[config.mk]
export PLATFORM = sky130hd
export DESIGN_NAME = mvm_back
export DESIGN_NICKNAME = d
export VERILOG_FILES = /design/src/mvm_pkg.sv /design/src/mvm_back.sv
export SDC_FILE = /design/constraint.sdc
export NUM_CORES = 2
export LEC_CHECK = 0
export ABC_AREA = 1
export BUFFER_PORTS_ARGS = -buffer_cell sky130_fd_sc_hd__buf_2
export CAP_MARGIN = 20
export CORE_MARGIN = 2
export CORE_UTILIZATION = 60
export DETAILED_ROUTE_END_ITERATION = 8
export GPL_TIMING_DRIVEN = 0
export PLACE_DENSITY = 0.8
export SLEW_MARGIN = 5
export SYNTH_ARGS = -nofsm -noshare
export SYNTH_HDL_FRONTEND = slang
export SYNTH_SLANG_ARGS = --single-unit
export TNS_END_PERCENT = 20
[constraint.sdc]
create_clock -name clk -period 7.6 [get_ports clk]
set_input_delay 0.76 -clock clk [delete_from_list [all_inputs] [get_ports clk]]
set_output_delay 0.76 -clock clk [all_outputs]
set_load 0.01 [all_outputs]
[src/mvm_pkg.sv]
// Shared types, constants and arithmetic helpers for the matrix-vector multiplier.
`timescale 1ns / 1ps

package mvm_pkg;

  // Default largest matrix dimension.
  localparam int MAX_SIZE_DEF = 64;

  // Fixed field widths.
  localparam int CFG_W  = 7;
  localparam int ELEM_W = 32;
  localparam int ACC_W  = 64;
  localparam int ROW_W  = 6;

  // Reset value of the size register.
  localparam logic [CFG_W-1:0] SIZE_RESET = 7'd64;

  // Address width of the queue between front and back.
  localparam int QUEUE_AW = 2;

  // Input item kinds.
  typedef enum logic {
    MODE_LOAD   = 1'b0,
    MODE_MATRIX = 1'b1
  } mode_t;

  // One matrix element with its vector operand and row bookkeeping.
  typedef struct packed {
    logic signed [ELEM_W-1:0] elem;
    logic signed [ELEM_W-1:0] vec;
    logic                     row_done;
    logic [ROW_W-1:0]         row_idx;
    logic                     last;
  } mvm_item_t;

  // Two's complement add that clamps to the most positive or negative value.
  function automatic logic [ACC_W-1:0] sat_add(input logic [ACC_W-1:0] a,
                                               input logic [ACC_W-1:0] b);
    logic [ACC_W-1:0] r;
    r = a + b;
    if ((a[ACC_W-1] == b[ACC_W-1]) && (r[ACC_W-1] != a[ACC_W-1])) begin
      r = a[ACC_W-1] ? {1'b1, {(ACC_W-1){1'b0}}} : {1'b0, {(ACC_W-1){1'b1}}};
    end
    return r;
  endfunction

endpackage

[src/mvm_back.sv]
// Back end: registered multiply, saturating accumulate and row result output.
`timescale 1ns / 1ps

module mvm_back (
  input  logic                              clk,
  input  logic                              rst_n,
  input  logic                              pop,
  input  mvm_pkg::mvm_item_t                pop_item,
  output logic                              out_strobe,
  output logic signed [mvm_pkg::ACC_W-1:0]  out_dot_product,
  output logic [mvm_pkg::ROW_W-1:0]         out_row_index,
  output logic                              out_last_row
);
  import mvm_pkg::*;

  logic                    mul_valid_r;
  logic signed [ACC_W-1:0] prod_r;
  logic                    mul_done_r;
  logic [ROW_W-1:0]        mul_row_r;
  logic                    mul_last_r;

  logic [ACC_W-1:0]        acc_r, acc_sum;
  logic                    strobe_r;
  logic [ACC_W-1:0]        dot_r;
  logic [ROW_W-1:0]        row_r;
  logic                    last_r;

  // Multiply stage: exact Q32.32 product of two Q16.16 values.
  always_ff @(posedge clk) begin
    if (!rst_n) begin
      mul_valid_r <= 1'b0;
    end else begin
      mul_valid_r <= pop;
    end
  end

  always_ff @(posedge clk) begin
    if (pop) begin
      prod_r     <= pop_item.elem * pop_item.vec;
      mul_done_r <= pop_item.row_done;
      mul_row_r  <= pop_item.row_idx;
      mul_last_r <= pop_item.last;
    end
  end

  // Accumulate stage: the sum restarts after each finished row.
  assign acc_sum = sat_add(acc_r, prod_r);

  always_ff @(posedge clk) begin
    if (!rst_n) begin
      acc_r    <= '0;
      strobe_r <= 1'b0;
    end else begin
      strobe_r <= mul_valid_r && mul_done_r;
      if (mul_valid_r) begin
        acc_r <= mul_done_r ? '0 : acc_sum;
      end
    end
  end

  always_ff @(posedge clk) begin
    if (mul_valid_r && mul_done_r) begin
      dot_r  <= acc_sum;
      row_r  <= mul_row_r;
      last_r <= mul_last_r;
    end
  end

  assign out_strobe      = strobe_r;
  assign out_dot_product = dot_r;
  assign out_row_index   = row_r;
  assign out_last_row    = last_r;

endmodule

# After elaboration in Yosys (flattened, before gate mapping)
# Cells that the tools add are included.
# op_classes
n_addsub,1
mul,1
n_eq_ne,2
n_mux,3
n_reduce_logical,2
# op_table
operator,count
$mux W64,3
$add A64 B64 Y64,1
$mul A32 B32 Y64,1
$logic_and A1 B1 Y1,2
$eq A1 B1 Y1,1
$ne A1 B1 Y1,1
# word_totals
reg_bits,209
input_bits,75

# Depth between registers and ports, before layout
# logic_depth
ltp_word,5
mapped_depth,30

# Least setup slack after synthesis
# Ideal clock, no wire load.
# synth_path
path_kind,input port to flip-flop
startpoint,in pop_item[71] (netlist bit)
endpoint,reg prod_r[60] (data pin)
t_arrival_ns,7.427
required_ns,7.348
setup_slack_ns,-0.079
stages,28
n_path_buf,1
cell_sequence,clkbuf_1 -> nand2_1 -> inv_1 -> fa_1 -> inv_1 -> fa_1 -> inv_1 -> fa_1 -> fa_1 -> inv_1 -> fa_1 -> inv_1 -> fa_1 -> inv_1 -> fa_1 -> inv_1 -> fa_1 -> ha_1 -> nand2_1 -> nor2_1 -> inv_1 -> nor2_1 -> inv_1 -> nor2_1 -> inv_1 -> o211a_1 -> nand3_1 -> nand2_1
# synth_between
elab_chain_cells,1
# synth_rtl
item,line_no,rtl
from (decl),mvm_back.sv:8,"input mvm_pkg::mvm_item_t pop_item,"
$mul A32 B32 Y64,mvm_back.sv:39,prod_r <= pop_item.elem * pop_item.vec;
to (signal assigned),mvm_back.sv:39,
to (decl),mvm_back.sv:17,logic signed [ACC_W-1:0] prod_r;
# No other way between the ends.
# A chain may end at the register's enable or synchronous reset.

# Final worst setup path
# layout_path
startpoint,in pop_item[39] (netlist bit)
endpoint,reg prod_r[41] (data pin)
# The elaborated chain is that of the path after synthesis.

==> impl_metrics.json <==
{
  "yosysWarnings": 0,
  "grt_max_degree": 74,
  "seqCellArea_um2": 5620,
  "placed_area_um2": 53200,
  "drv_cap": 0,
  "slowest_stage": "fa_1",
  "synthSimpleGateAreaFrac": 0.189,
  "fillers": 7552,
  "drc_errors": 0,
  "drive_gt1_frac": 0.0789,
  "clock-sinks": 209,
  "yosysTopAreaCell": "fa_1",
  "wl_per_cell_um": 24.3,
  "synth_mux_area_frac": 0,
  "synth-seq-cells": 209,
  "grt_pass1_vias": 46063,
  "synth_xor_area_frac": 0.0160,
  "root_buffer": "clkbuf_16",
  "rows": 106,
  "gp_congestion": 1.05,
  "ant_nets": 0,
  "antenna_found_initial": 7,
  "cts_tree": "built",
  "worstReg2RegEnd": "acc_r[0]",
  "nNetsFinal": 8175,
  "clk_latency_ns": 0.54,
  "whs_path_depth": 1,
  "cts-htree-levels": 1,
  "syn_area_um2": 50900,
  "io_pins": 147,
  "hold_path.class": "input port to flip-flop",
  "whs_endpoint": "mul_row_r[1]",
  "crit_family": "adder cells",
  "yosys.area_share.adder": 0.486,
  "fin_crit_sh": 1.00,
  "die_area_um2": 87200,
  "design_area_um2": 55000,
  "maxSlewViolCount": 0,
  "start_util": 0.608,
  "r2r_cells": 14,
  "finClkSkew_ns": 0.0186,
  "status": "completed",
  "synth_top_family_by_area": "adder cells",
  "num_vias": 44446,
  "startpoint_type": "input port",
  "synth_compound_area_frac": 0.0373,
  "hold_viol": 0,
  "cts_hold_buf": 0,
  "grt_usage": 0.455,
  "synth.avg_cell_area_um2": 7.75,
  "synth_most_common_cell": "nand2_1",
  "fin_crit_ns": 7.60,
  "crit_top_cell": "fa_1",
  "wl_mm": 192,
  "synthTopCellsByCount": "1932 x nand2_1, 1926 x inv_1, 1083 x fa_1, 253 x nor2_1, 247 x ha_1",
  "clkSlewWorstSetupHoldPaths_ns": 0.07,
  "report.final.setup_viol": 0,
  "crit_path_max_fanout": 10,
  "die_h_um": 295,
  "synth_edf_count": 143,
  "numCtsBuffers": 20,
  "slowest_delay_ns": 0.58,
  "io_buffers": 146,
  "cts_buffer_depth": 3,
  "overflow": 0,
  "hpwl_mm": 162,
  "cp-end-kind": "flip-flop",
  "coreArea_um2": 83800,
  "synth.distinct_cells": 45,
  "rsz0062_at_grt": "true",
  "drt_pass1_iterations": 8,
  "relSlewSlack": 0.279,
  "r2r_setup_slack_ns": 4.29,
  "grt_pass1_wl_mm": 285,
  "yosysSeqAreaShare": 0.110,
  "multi_input_area_um2": 37400,
  "synth-main-ff-cell": "edfxtp_1",
  "arrival_ns": 7.88,
  "timing.rr.start": "prod_r[53]",
  "synth_cells": 6572,
  "drt_iter0_markers": 4504,
  "worst_slew_pin_slew_ns": 1.08,
  "die_w_um": 295,
  "cp_cell_sequence": "buf_2 -> inv_1 -> clkbuf_2 -> or2_2 -> fa_1 -> fa_1 -> inv_1 -> fa_1 -> fa_1 -> fa_1 -> fa_1 -> fa_1 -> inv_1 -> fa_1 -> inv_1 -> ha_1 -> a21o_1 -> a21oi_1 -> o21ai_1 -> a21oi_2 -> nand3_2 -> nand2_1 -> nand2_1 -> xor2_1",
  "criticalPathCategory": "input port to flip-flop",
  "async_flop_share": 0,
  "min_from": "pop_item[2]",
  "worst-path-buf-inv": 6,
  "synth_top_area_frac": 0.426,
  "area_delta_synth_final_pct": 7.95,
  "yosys-top-cells-area": "fa_1 43%, nand2_1 14%, inv_1 14%",
  "fmax_mhz": 132,
  "synth_nets": 7977,
  "cp.required_ns": 7.88,
  "vias_per_cell": 5.61
}
[repair_timing]
item                       4_1_cts  5_1_grt
setup endpoints to repair       40       33
buffers inserted                 8       19
pin swaps                        4       11
gates cloned                     0        0
resized for setup              251      268
[stage by stage]
step / TNS [ns] / cells / worst slack (ns) / utilization / hold slack, ns
final: 0 / 7921 / 0.00367 / 0.656 / 0.393
after global routing: -0.784 / 7918 / -0.159 / 0.656 / 0.392
after global placement: -51.85 / 7852 / -1.87 / 0.633 / 0.401
after detailed placement: -52.73 / 7855 / -1.91 / 0.634 / 0.405
after CTS: -0.0325 / 7899 / -0.0222 / 0.649 / 0.382
after floorplan: 0 / 6572 / 0.0324 / - / 0.400
[kinds of logic (layout without fill, tap and decap cells)]
kind of cell | after synthesis | after routing
other cells | 0 | 3
fa+ha+maj | 1330 | 1330
flops | 209 | 209
simple gates | 2445 | 2445
compound gates | 332 | 332
buf+inv | 2163 | 2375
xor+xnor | 93 | 93
[cell usage in the layout, fill, tap and decap left out, drive strengths merged, types with 50 or more instances in the layout]
master	count
fa	1083
edfxtp	143
dfxtp	66
nand2	1940
xnor2	50
inv	1931
a21oi	214
buf	249
nand3	157
ha	247
clkbuf	183
nor2	258
[registers in the layout, indices dropped and copies added, names as in the netlist]
| signal | flops |
|---|---|
| acc_r | 64 |
| out_dot_product | 64 |
| prod_r | 64 |
| mul_row_r | 6 |
| out_row_index | 6 |
| mul_done_r | 1 |
| mul_last_r | 1 |
| mul_valid_r | 1 |
| out_last_row | 1 |
| out_strobe | 1 |
[area by class of cell]
cell class | instances | share of cell area
clock inverters | 12 | 0.00287
repair buffers | 176 | 0.0193
diodes | 3 | 0.000137
clock buffers | 24 | 0.00976
flip-flops and latches | 209 | 0.102
plain buffers | 232 | 0.0274
inverters | 1931 | 0.132
multi-input cells | 4200 | 0.681
well taps | 1134 | 0.0258
[how the worst max path moves through the flow]
stage | to | start | slack [ns] | cells after the start
floorplan | prod_r[60] | pop_item[71] | 0.03 | 28
global placement | prod_r[61] | pop_item[15] | -1.87 | 28
detailed placement | prod_r[61] | pop_item[18] | -1.91 | 24
CTS | prod_r[61] | pop_item[71] | -0.02 | 29
global route | prod_r[63] | pop_item[15] | -0.16 | 31
finish | prod_r[41] | pop_item[39] | 0.004 | 24
[metal layers]
metal  global-route usage  vias to the layer above  wire length, um
met3                0.125                      917            23500
met1                0.530                    21525            64100
met4                0.365                        4            20000
li1                     -                    19119                -
met5                    0                        -               20
met2                0.708                     2881            84400
Power is left out: the tool's default activity adds up to more than one toggle a clock period on the data nets, which glitch-free logic cannot reach.
