### src/mvm_pkg.sv
// Shared types, constants and arithmetic helpers for the matrix-vector multiplier.
`timescale 1ns / 1ps

package mvm_pkg;

  // Default largest matrix dimension.
  localparam int MAX_SIZE_DEF = 64;

  // Fixed field widths.
  localparam int CFG_W  = 7;
  localparam int ELEM_W = 32;
  localparam int ACC_W  = 64;
  localparam int ROW_W  = 6;

  // Reset value of the size register.
  localparam logic [CFG_W-1:0] SIZE_RESET = 7'd64;

  // Address width of the queue between front and back.
  localparam int QUEUE_AW = 2;

  // Input item kinds.
  typedef enum logic {
    MODE_LOAD   = 1'b0,
    MODE_MATRIX = 1'b1
  } mode_t;

  // One matrix element with its vector operand and row bookkeeping.
  typedef struct packed {
    logic signed [ELEM_W-1:0] elem;
    logic signed [ELEM_W-1:0] vec;
    logic                     row_done;
    logic [ROW_W-1:0]         row_idx;
    logic                     last;
  } mvm_item_t;

  // Two's complement add that clamps to the most positive or negative value.
  function automatic logic [ACC_W-1:0] sat_add(input logic [ACC_W-1:0] a,
                                               input logic [ACC_W-1:0] b);
    logic [ACC_W-1:0] r;
    r = a + b;
    if ((a[ACC_W-1] == b[ACC_W-1]) && (r[ACC_W-1] != a[ACC_W-1])) begin
      r = a[ACC_W-1] ? {1'b1, {(ACC_W-1){1'b0}}} : {1'b0, {(ACC_W-1){1'b1}}};
    end
    return r;
  endfunction

endpackage

### src/mvm_front.sv
// Front end: size register, vector store and row/column tracking of the matrix stream.
`timescale 1ns / 1ps

module mvm_front #(
  parameter int MAX_SIZE = mvm_pkg::MAX_SIZE_DEF
) (
  input  logic                              clk,
  input  logic                              rst_n,
  input  logic                              start,
  output logic                              busy,
  input  logic                              in_mode,
  input  logic signed [mvm_pkg::ELEM_W-1:0] in_element,
  input  logic                              cfg_valid,
  output logic                              cfg_ready,
  input  logic [mvm_pkg::CFG_W-1:0]         cfg_size_in_use,
  output logic                              push,
  output mvm_pkg::mvm_item_t                push_item,
  input  logic                              queue_full
);
  import mvm_pkg::*;

  localparam int IW = (MAX_SIZE > 1) ? $clog2(MAX_SIZE) : 1;
  localparam int PW = IW + 1;

  logic [CFG_W-1:0]  size_r;
  logic [31:0]       eff_wide;
  logic [PW-1:0]     eff_size;

  logic [IW-1:0]     ld_r, ld_nxt, ld_pos;
  logic [IW-1:0]     col_r, col_nxt;
  logic [IW-1:0]     row_r, row_nxt;
  logic [PW-1:0]     col_p1, row_p1, ld_p1;
  logic [31:0]       row_wide;
  logic              row_done, last;
  logic              accept, acc_load, acc_matrix;

  logic                     stg_valid_r;
  logic signed [ELEM_W-1:0] stg_elem_r;
  logic signed [ELEM_W-1:0] stg_vec_r;
  logic                     stg_done_r;
  logic [ROW_W-1:0]         stg_row_r;
  logic                     stg_last_r;

  logic [ELEM_W-1:0] mem [MAX_SIZE];

  // Configuration is always taken.
  assign cfg_ready = 1'b1;

  always_ff @(posedge clk) begin
    if (!rst_n) begin
      size_r <= SIZE_RESET;
    end else if (cfg_valid && cfg_ready) begin
      size_r <= cfg_size_in_use;
    end
  end

  // Effective size, clamped to 1..MAX_SIZE.
  always_comb begin
    if (size_r == '0) begin
      eff_wide = 32'd1;
    end else if (32'(size_r) > 32'(MAX_SIZE)) begin
      eff_wide = 32'(MAX_SIZE);
    end else begin
      eff_wide = 32'(size_r);
    end
    eff_size = eff_wide[PW-1:0];
  end

  // The stage register can take a new item unless it is stuck on a full queue.
  assign busy       = stg_valid_r && queue_full;
  assign accept     = start && !busy;
  assign acc_load   = accept && (mode_t'(in_mode) == MODE_LOAD);
  assign acc_matrix = accept && (mode_t'(in_mode) == MODE_MATRIX);

  // Load position, wrapped when it lies at or beyond the current size.
  always_comb begin
    ld_pos = ({1'b0, ld_r} >= eff_size) ? '0 : ld_r;
    ld_p1  = {1'b0, ld_pos} + PW'(1);
    ld_nxt = (ld_p1 >= eff_size) ? '0 : ld_p1[IW-1:0];
  end

  // Column and row stepping of the matrix stream.
  always_comb begin
    col_p1   = {1'b0, col_r} + PW'(1);
    row_p1   = {1'b0, row_r} + PW'(1);
    row_done = (col_p1 >= eff_size);
    last     = (row_p1 >= eff_size);
    col_nxt  = row_done ? '0 : col_p1[IW-1:0];
    row_nxt  = row_done ? (last ? '0 : row_p1[IW-1:0]) : row_r;
    row_wide = 32'(row_r);
  end

  always_ff @(posedge clk) begin
    if (!rst_n) begin
      ld_r  <= '0;
      col_r <= '0;
      row_r <= '0;
    end else begin
      if (acc_load) begin
        ld_r <= ld_nxt;
      end
      if (acc_matrix) begin
        col_r <= col_nxt;
        row_r <= row_nxt;
      end
    end
  end

  // Vector store: written by loads, read for each matrix element.
  always_ff @(posedge clk) begin
    if (acc_load) begin
      mem[ld_pos] <= in_element;
    end
    if (acc_matrix) begin
      stg_vec_r <= mem[col_r];
    end
  end

  // Stage register that holds the item until the queue takes it.
  always_ff @(posedge clk) begin
    if (!rst_n) begin
      stg_valid_r <= 1'b0;
    end else if (acc_matrix) begin
      stg_valid_r <= 1'b1;
    end else if (push) begin
      stg_valid_r <= 1'b0;
    end
  end

  always_ff @(posedge clk) begin
    if (acc_matrix) begin
      stg_elem_r <= in_element;
      stg_done_r <= row_done;
      stg_row_r  <= row_wide[ROW_W-1:0];
      stg_last_r <= last;
    end
  end

  assign push               = stg_valid_r && !queue_full;
  assign push_item.elem     = stg_elem_r;
  assign push_item.vec      = stg_vec_r;
  assign push_item.row_done = stg_done_r;
  assign push_item.row_idx  = stg_row_r;
  assign push_item.last     = stg_last_r;

endmodule

### config.mk
export PLATFORM = sky130hd
export DESIGN_NAME = mvm_front
export DESIGN_NICKNAME = d
export VERILOG_FILES = /design/src/mvm_pkg.sv /design/src/mvm_front.sv
export SDC_FILE = /design/constraint.sdc
export NUM_CORES = 2
export LEC_CHECK = 0
export BUFFER_PORTS_ARGS = -buffer_cell sky130_fd_sc_hd__buf_4
export CORE_AREA = 2 2 404 406
export DETAILED_ROUTE_END_ITERATION = 6
export DIE_AREA = 0 0 406 408
export PLACE_DENSITY = 0.75
export SYNTH_ARGS = -nofsm -noshare
export SYNTH_HDL_FRONTEND = slang
export SYNTH_SLANG_ARGS = --single-unit
### constraint.sdc
create_clock -name clk -period 9.1 [get_ports clk]
set_input_delay 2.73 -clock clk [delete_from_list [all_inputs] [get_ports clk]]
set_output_delay 2.73 -clock clk [all_outputs]
set_load 0.005 [all_outputs]
; Word-level counts from Yosys, hierarchy flattened
; Memories as Yosys holds them, arrays and structs flattened. A register that Yosys moved wholly into a read port is not among the register bits.
; Index checks and enable logic that the tools add are counted.
[classes]
addsub = 3
mul = 0
div = 0
n_lt_le_gt_ge = 5
n_eq_ne = 0
n_shift = 0
mux = 10
n_bitwise = 1
n_reduce_logical = 10
[op_table]
columns = operator, n
row1 = 2-to-1 mux 6 bit, 4
row2 = "adder 6 x 1 -> 7 bit, second input constant", 3
row3 = >= comparator 7 bit, 3
row4 = 2-to-1 mux 7 bit, 2
row5 = >= comparator 6 x 7 -> 1 bit, 1
row6 = "> comparator 7 bit, second input constant", 1
row7 = logical NOT 7 bit, 1
row8 = logical AND 1 bit, 5
row9 = 2-to-1 mux 1 bit, 4
row10 = logical NOT 1 bit, 2
row11 = AND reduction 2 bit, 1
row12 = nonzero test 2 bit, 1
row13 = NOT 1 bit, 1
[totals]
reg_bits = 66
latchBits = 0
mem_bits_rw = 2048
romBits = 0
in_bits = 45
word_cells = 39
memories = 1
[memory_table]
columns = name, depth, word_bits, rd, rd_clocked_by_memory_dff, write_ports, line_no
row1 = mem, 64, 32, 1, 1, 1, mvm_front.sv:44  ; logic [ELEM_W-1:0] mem [MAX_SIZE];

; Depth between registers and ports, before layout
[depth]
word_depth = 8
ltp_mapped = 19
mapped_depth_nobuf = 18

; Least setup slack after synthesis
; No wires, ideal clock.
[synth_timing]
path_kind = input-to-reg
from = input queue_full
to = memory mem[25][0], enable pin
arrival_ns = 5.315
path_slack_ns = 3.364
stages = 6
path_cell_list = nand2_1 > nand3b_1 > nor2_1 > or4b_1 > clkbuf_1 > nor2_1
[synth_via]
elab_chain_len = 6
[synth_rtl]
columns = element, line_no
row1 = from (decl), mvm_front.sv:18  ; input logic queue_full
row2 = logical AND 1 bit, mvm_front.sv:70  ; assign busy = stg_valid_r && queue_full;
row3 = logical NOT 1 bit, mvm_front.sv:71  ; assign accept = start && !busy;
row4 = logical AND 1 bit, mvm_front.sv:71
row5 = logical AND 1 bit, mvm_front.sv:72  ; assign acc_load = accept && (mode_t'(in_mode) == MODE_LOAD);
row6 = 2-to-1 mux 1 bit, mvm_front.sv:111  ; if (acc_load) begin
row7 = 2-to-1 mux 1 bit (implied by the code), mvm_front.sv:112  ; mem[ld_pos] <= in_element;
row8 = to (decl), mvm_front.sv:44
; No other way between the ends.

; Worst setup path in the final report
[layout_timing]
from = input queue_full
to = output busy
[layout_via]
elab_chain_len = 1
[layout_rtl]
columns = element, line_no
row1 = logical AND 1 bit, mvm_front.sv:70
row2 = to (decl), mvm_front.sv:10  ; output logic busy,
; No other way between the ends.

==> reports/results.env <==
GRT_PASS1_WL_UM=298000
REPORT.FINAL.HOLD_VIOL_COUNT=0
AREA_TAKEN_BY_MULTI_INPUT_LOGIC_GATES_SQ_UM=17000
MIN-DELAY-PATH-CLASS='reg -> reg'
REGISTER_AREA_SQ_UM=64200
TOTAL_INTERNAL_POWER_mW=15.7
RSZ0062_AT_GRT='false'
YS_TOP_CELLS_BY_COUNT='2120 x edfxtp_1, 512 x mux4_2, 117 x nor2_1'
WORST-PATH-MAX-FANOUT=5
CORE_SQ_UM=162000
CTS.CLK_SLEW.WORST_PATHS_NS=0.06
WORSTPATHARRIVAL_NS=3.19
POSTCTSSETUPREPAIRBUFS=0
H-TREE-DEPTH=4
REG2REG_SETUP_SLACK_NS=4.46
TOP_COUNT_CELL_POST_SYNTH='edfxtp_1'
POST_SYNTH_NUM_CELL_TYPES=56
STATUS='completed'
MAXCAPVIOLCOUNT=0
PERIOD_NEEDED_NS=5.92
NUMBER_OF_ROWS_CREATED_AT_FLOORPLAN=148
CP.REQUIRED_NS=6.37
FINAL_CORE_UTILIZATION_PCT=56.6
PLACED_CELLS_INCL_TAPS=5749
R2R.WORST_PATH.CELLS=7
DRC_ERRORS=0
TOP_LEVEL_PORTS=120
POWER.TOTAL_mW=19.8
DIE_Y_UM=408
MAPPEDNETLISTNETS=3688
CTS.SINK_COUNT=2146
RATIO_OF_CELLS_WITH_DRIVE_ABOVE_1_IN_THE_FINAL_LAYOUT_PCT=26.1
TNS_NS=0
AGGREGATE_GLOBAL_ROUTE_RESOURCE_USAGE_PCT=25.8
ANT_NETS=0
CTS.REPAIR.RESIZED=0
SYNTH_TOP_AREA_SHARE_PCT=77.9
PLACE.GP.CONGESTION=0.907
POWER.SHARE.CLOCK_PCT=40.8
TIMING.CLOCK.SKEW_NS=0.0364
NET_SWITCHING_FRACTION_OF_THE_POWER_PCT=21.0
STATIC-LEAKAGE-POWER_nW=27.4
TOTAL_SWITCHING_POWER_mW=4.16
FIRST_GLOBAL_VIAS=39100
WORST_SKEW_LATE_LATENCY_NS=0.85
CLOCK_TREE.ROOT_CELL='clkbuf_16'
CTS_MADE_BUFFERS=199
DPL.HPWL_UM=120000
POST_LAYOUT_NONFILLER_INSTANCES=6116
MIN_PATH_CELLS=0
WORST_CASE_CLOCK_BUFFER_DEPTH=3
YOSYS_REGISTER_BITS=2146
SYNTH-WARNING-COUNT=0
DIE_AREA_SQ_UM=166000
CELL_AREA_AFTER_TECHNOLOGY_MAPPING_SQ_UM=81800
SYNTH_SEQ_AREA_SHARE_PCT=78.5
POST_SYNTHESIS_AVERAGE_CELL_AREA_SQ_UM=22.6
NUMBER_OF_DETAILED_ROUTING_ITERATIONS_RUN_BEFORE_ANTENNA_REPAIR=6
POST_SYNTH_EDFFS=2120
ROUTED-VIA-COUNT=40100
DIEWIDTH_UM=406
DRT_WL_TOTAL_UM=214000
FILLER_CELL_COUNT=11300
YS_DOMINANT_REG_CELL='edfxtp_1'
ROUTED_VIA_DENSITY=6.56
P_SEQ_SHARE_PCT=55.1
MAX_FREQ_GHz=0.169
CRIT_PATH_START_KIND='primary input'
RELSLEWSLACK_PCT=12.6
ASYNCSETRESETFLOPFRACSYNTH_PCT=0
COMB_POWER_SHARE_PCT=4.1
TIMING.FINAL.MAX_SLEW_VIOLATIONS=0
WORST_MARGIN_PIN_SLEW_NS=1.31
FINAL_NUMBER_OF_SETUP_VIOLATING_ENDPOINTS=0
NUMPORTBUFFERS=118
FIN_NETS=3850
SUM_OF_OVERFLOW_ACROSS_ALL_LAYERS_AFTER_GLOBAL_ROUTING=0
AREA_GROWTH_FROM_SYNTHESIS_TO_LAYOUT_PCT=11.9
MIN_PERIOD_OVER_PERIOD_PCT=65.1
YOSYSTOPAREACELL='edfxtp_1'
INITIAL_CORE_UTIL_PCT=50.6
IRDROPWORSTVDD_V=0.000209
POWER_DENSITY_nW_PER_UM2=217
POST_SYNTH_MAIN_AREA_CONTRIBUTORS='edfxtp_1 78%, mux4_2 14%, mux2i_1 0.80%'
INITIAL_ANTENNA_VIOLATION_COUNT=16
CTS_HOLD_BUFFERS=0
TIMING.SETUP.CRITICAL_PATH_CLASS='in -> out'
AVGROUTEDWIREPERCELL_UM=34.9
SYN_INST=3613
GRT_START_MAX_NET_PINS=128
DETAIL_ROUTE.ITER0.VIOLATIONS=7480
TRITONCTS='built'
CRITICAL_PATH.ENDPOINT_TYPE='output pin'
## critical path: stages
cell,delay [ns]
buf_4,0.11
nand2_1,0.15
inv_1,0.07
buf_4,0.13
## final timing paths
kind                         startpoint                       to
setup reg to reg  col_r[1]$_SDFFE_PN0P_  stg_vec_r[19]$_DFFE_PP_
hold / removal    row_r[1]$_SDFFE_PN0P_   stg_row_r[1]$_DFFE_PP_
hold reg to reg   row_r[1]$_SDFFE_PN0P_   stg_row_r[1]$_DFFE_PP_
setup / recovery             queue_full                     busy
## cell families after synthesis
group | after synthesis | synth area share (%)
multiplexers | 579 | 14.9
adder cells (fa/ha/maj) | 30 | 0.459
AO/OA/AOI/OAI | 370 | 3.14
flip-flops | 2146 | 78.5
AND/OR/NAND/NOR | 265 | 1.52
other | 1 | 0.00459
XOR/XNOR | 12 | 0.129
buffers and inverters | 210 | 1.32
## layer usage
layer	vias to the layer above	global-route usage (%)	wire [um]
li1	15800	-	-
met1	21200	36.8	78400
met2	2789	39.2	100000
met3	383	6.56	26700
met4	6	8.87	8120
met5	-	0	40
## layout make-up
cell class / instances / share of cell area, %
flip-flops and latches: 2146 / 70.1
multi-input cells: 1257 / 18.6
clock buffers: 251 / 5.79
well taps: 2175 / 2.97
repair buffers: 163 / 1.43
clock inverters: 115 / 1.03
inverters: 8 / 0.0355
diodes: 1 / 0.00273
## metrics by stage
step,setup WS [ns],hold WS (ns),area (sq um)
2_1_floorplan,3.36,0.451,81800
3_3_place_gp,3.04,0.468,85300
3_5_place_dp,2.98,0.478,85300
4_1_cts,3.19,0.493,91500
5_1_grt,3.16,0.507,91500
6_report,3.18,0.495,91500
## state kept, by name (all words and copies together) (netlist names)
register,flops
stg_elem_r,32
size_r,7
col_r,6
mem,2048
stg_done_r,1
stg_vec_r,32
row_r,6
stg_row_r,6
ld_r,6
stg_last_r,1
stg_valid_r,1
## cell usage in the layout (no fill, tap or decap), types with 16 or more instances in the layout
master	count
a221oi_1	61
dfxtp_1	21
mux4_2	512
a21oi_1	111
clkbuf_16	205
clkinv_1	52
clkbuf_1	46
nor3_1	27
edfxtp_1	2120
nand2_1	39
ha_1	30
clkinv_2	33
buf_4	156
o221ai_1	35
a22o_1	46
o21ai_0	32
a211oi_1	16
nor2_1	52
mux2i_1	65
o22ai_1	44
nor2_4	65
nand3_1	16
## power by group through the flow
stage	registers (mW)	logic, mW	clock network (mW)
2_1_floorplan	11.1	0.416	0
3_3_place_gp	11.1	0.792	0
3_5_place_dp	11.1	0.809	0
4_1_cts	10.9	0.813	8.15
5_1_grt	10.9	0.844	8.51
6_report	10.9	0.810	8.10
No activity file was read; power rests on OpenSTA's default activity.
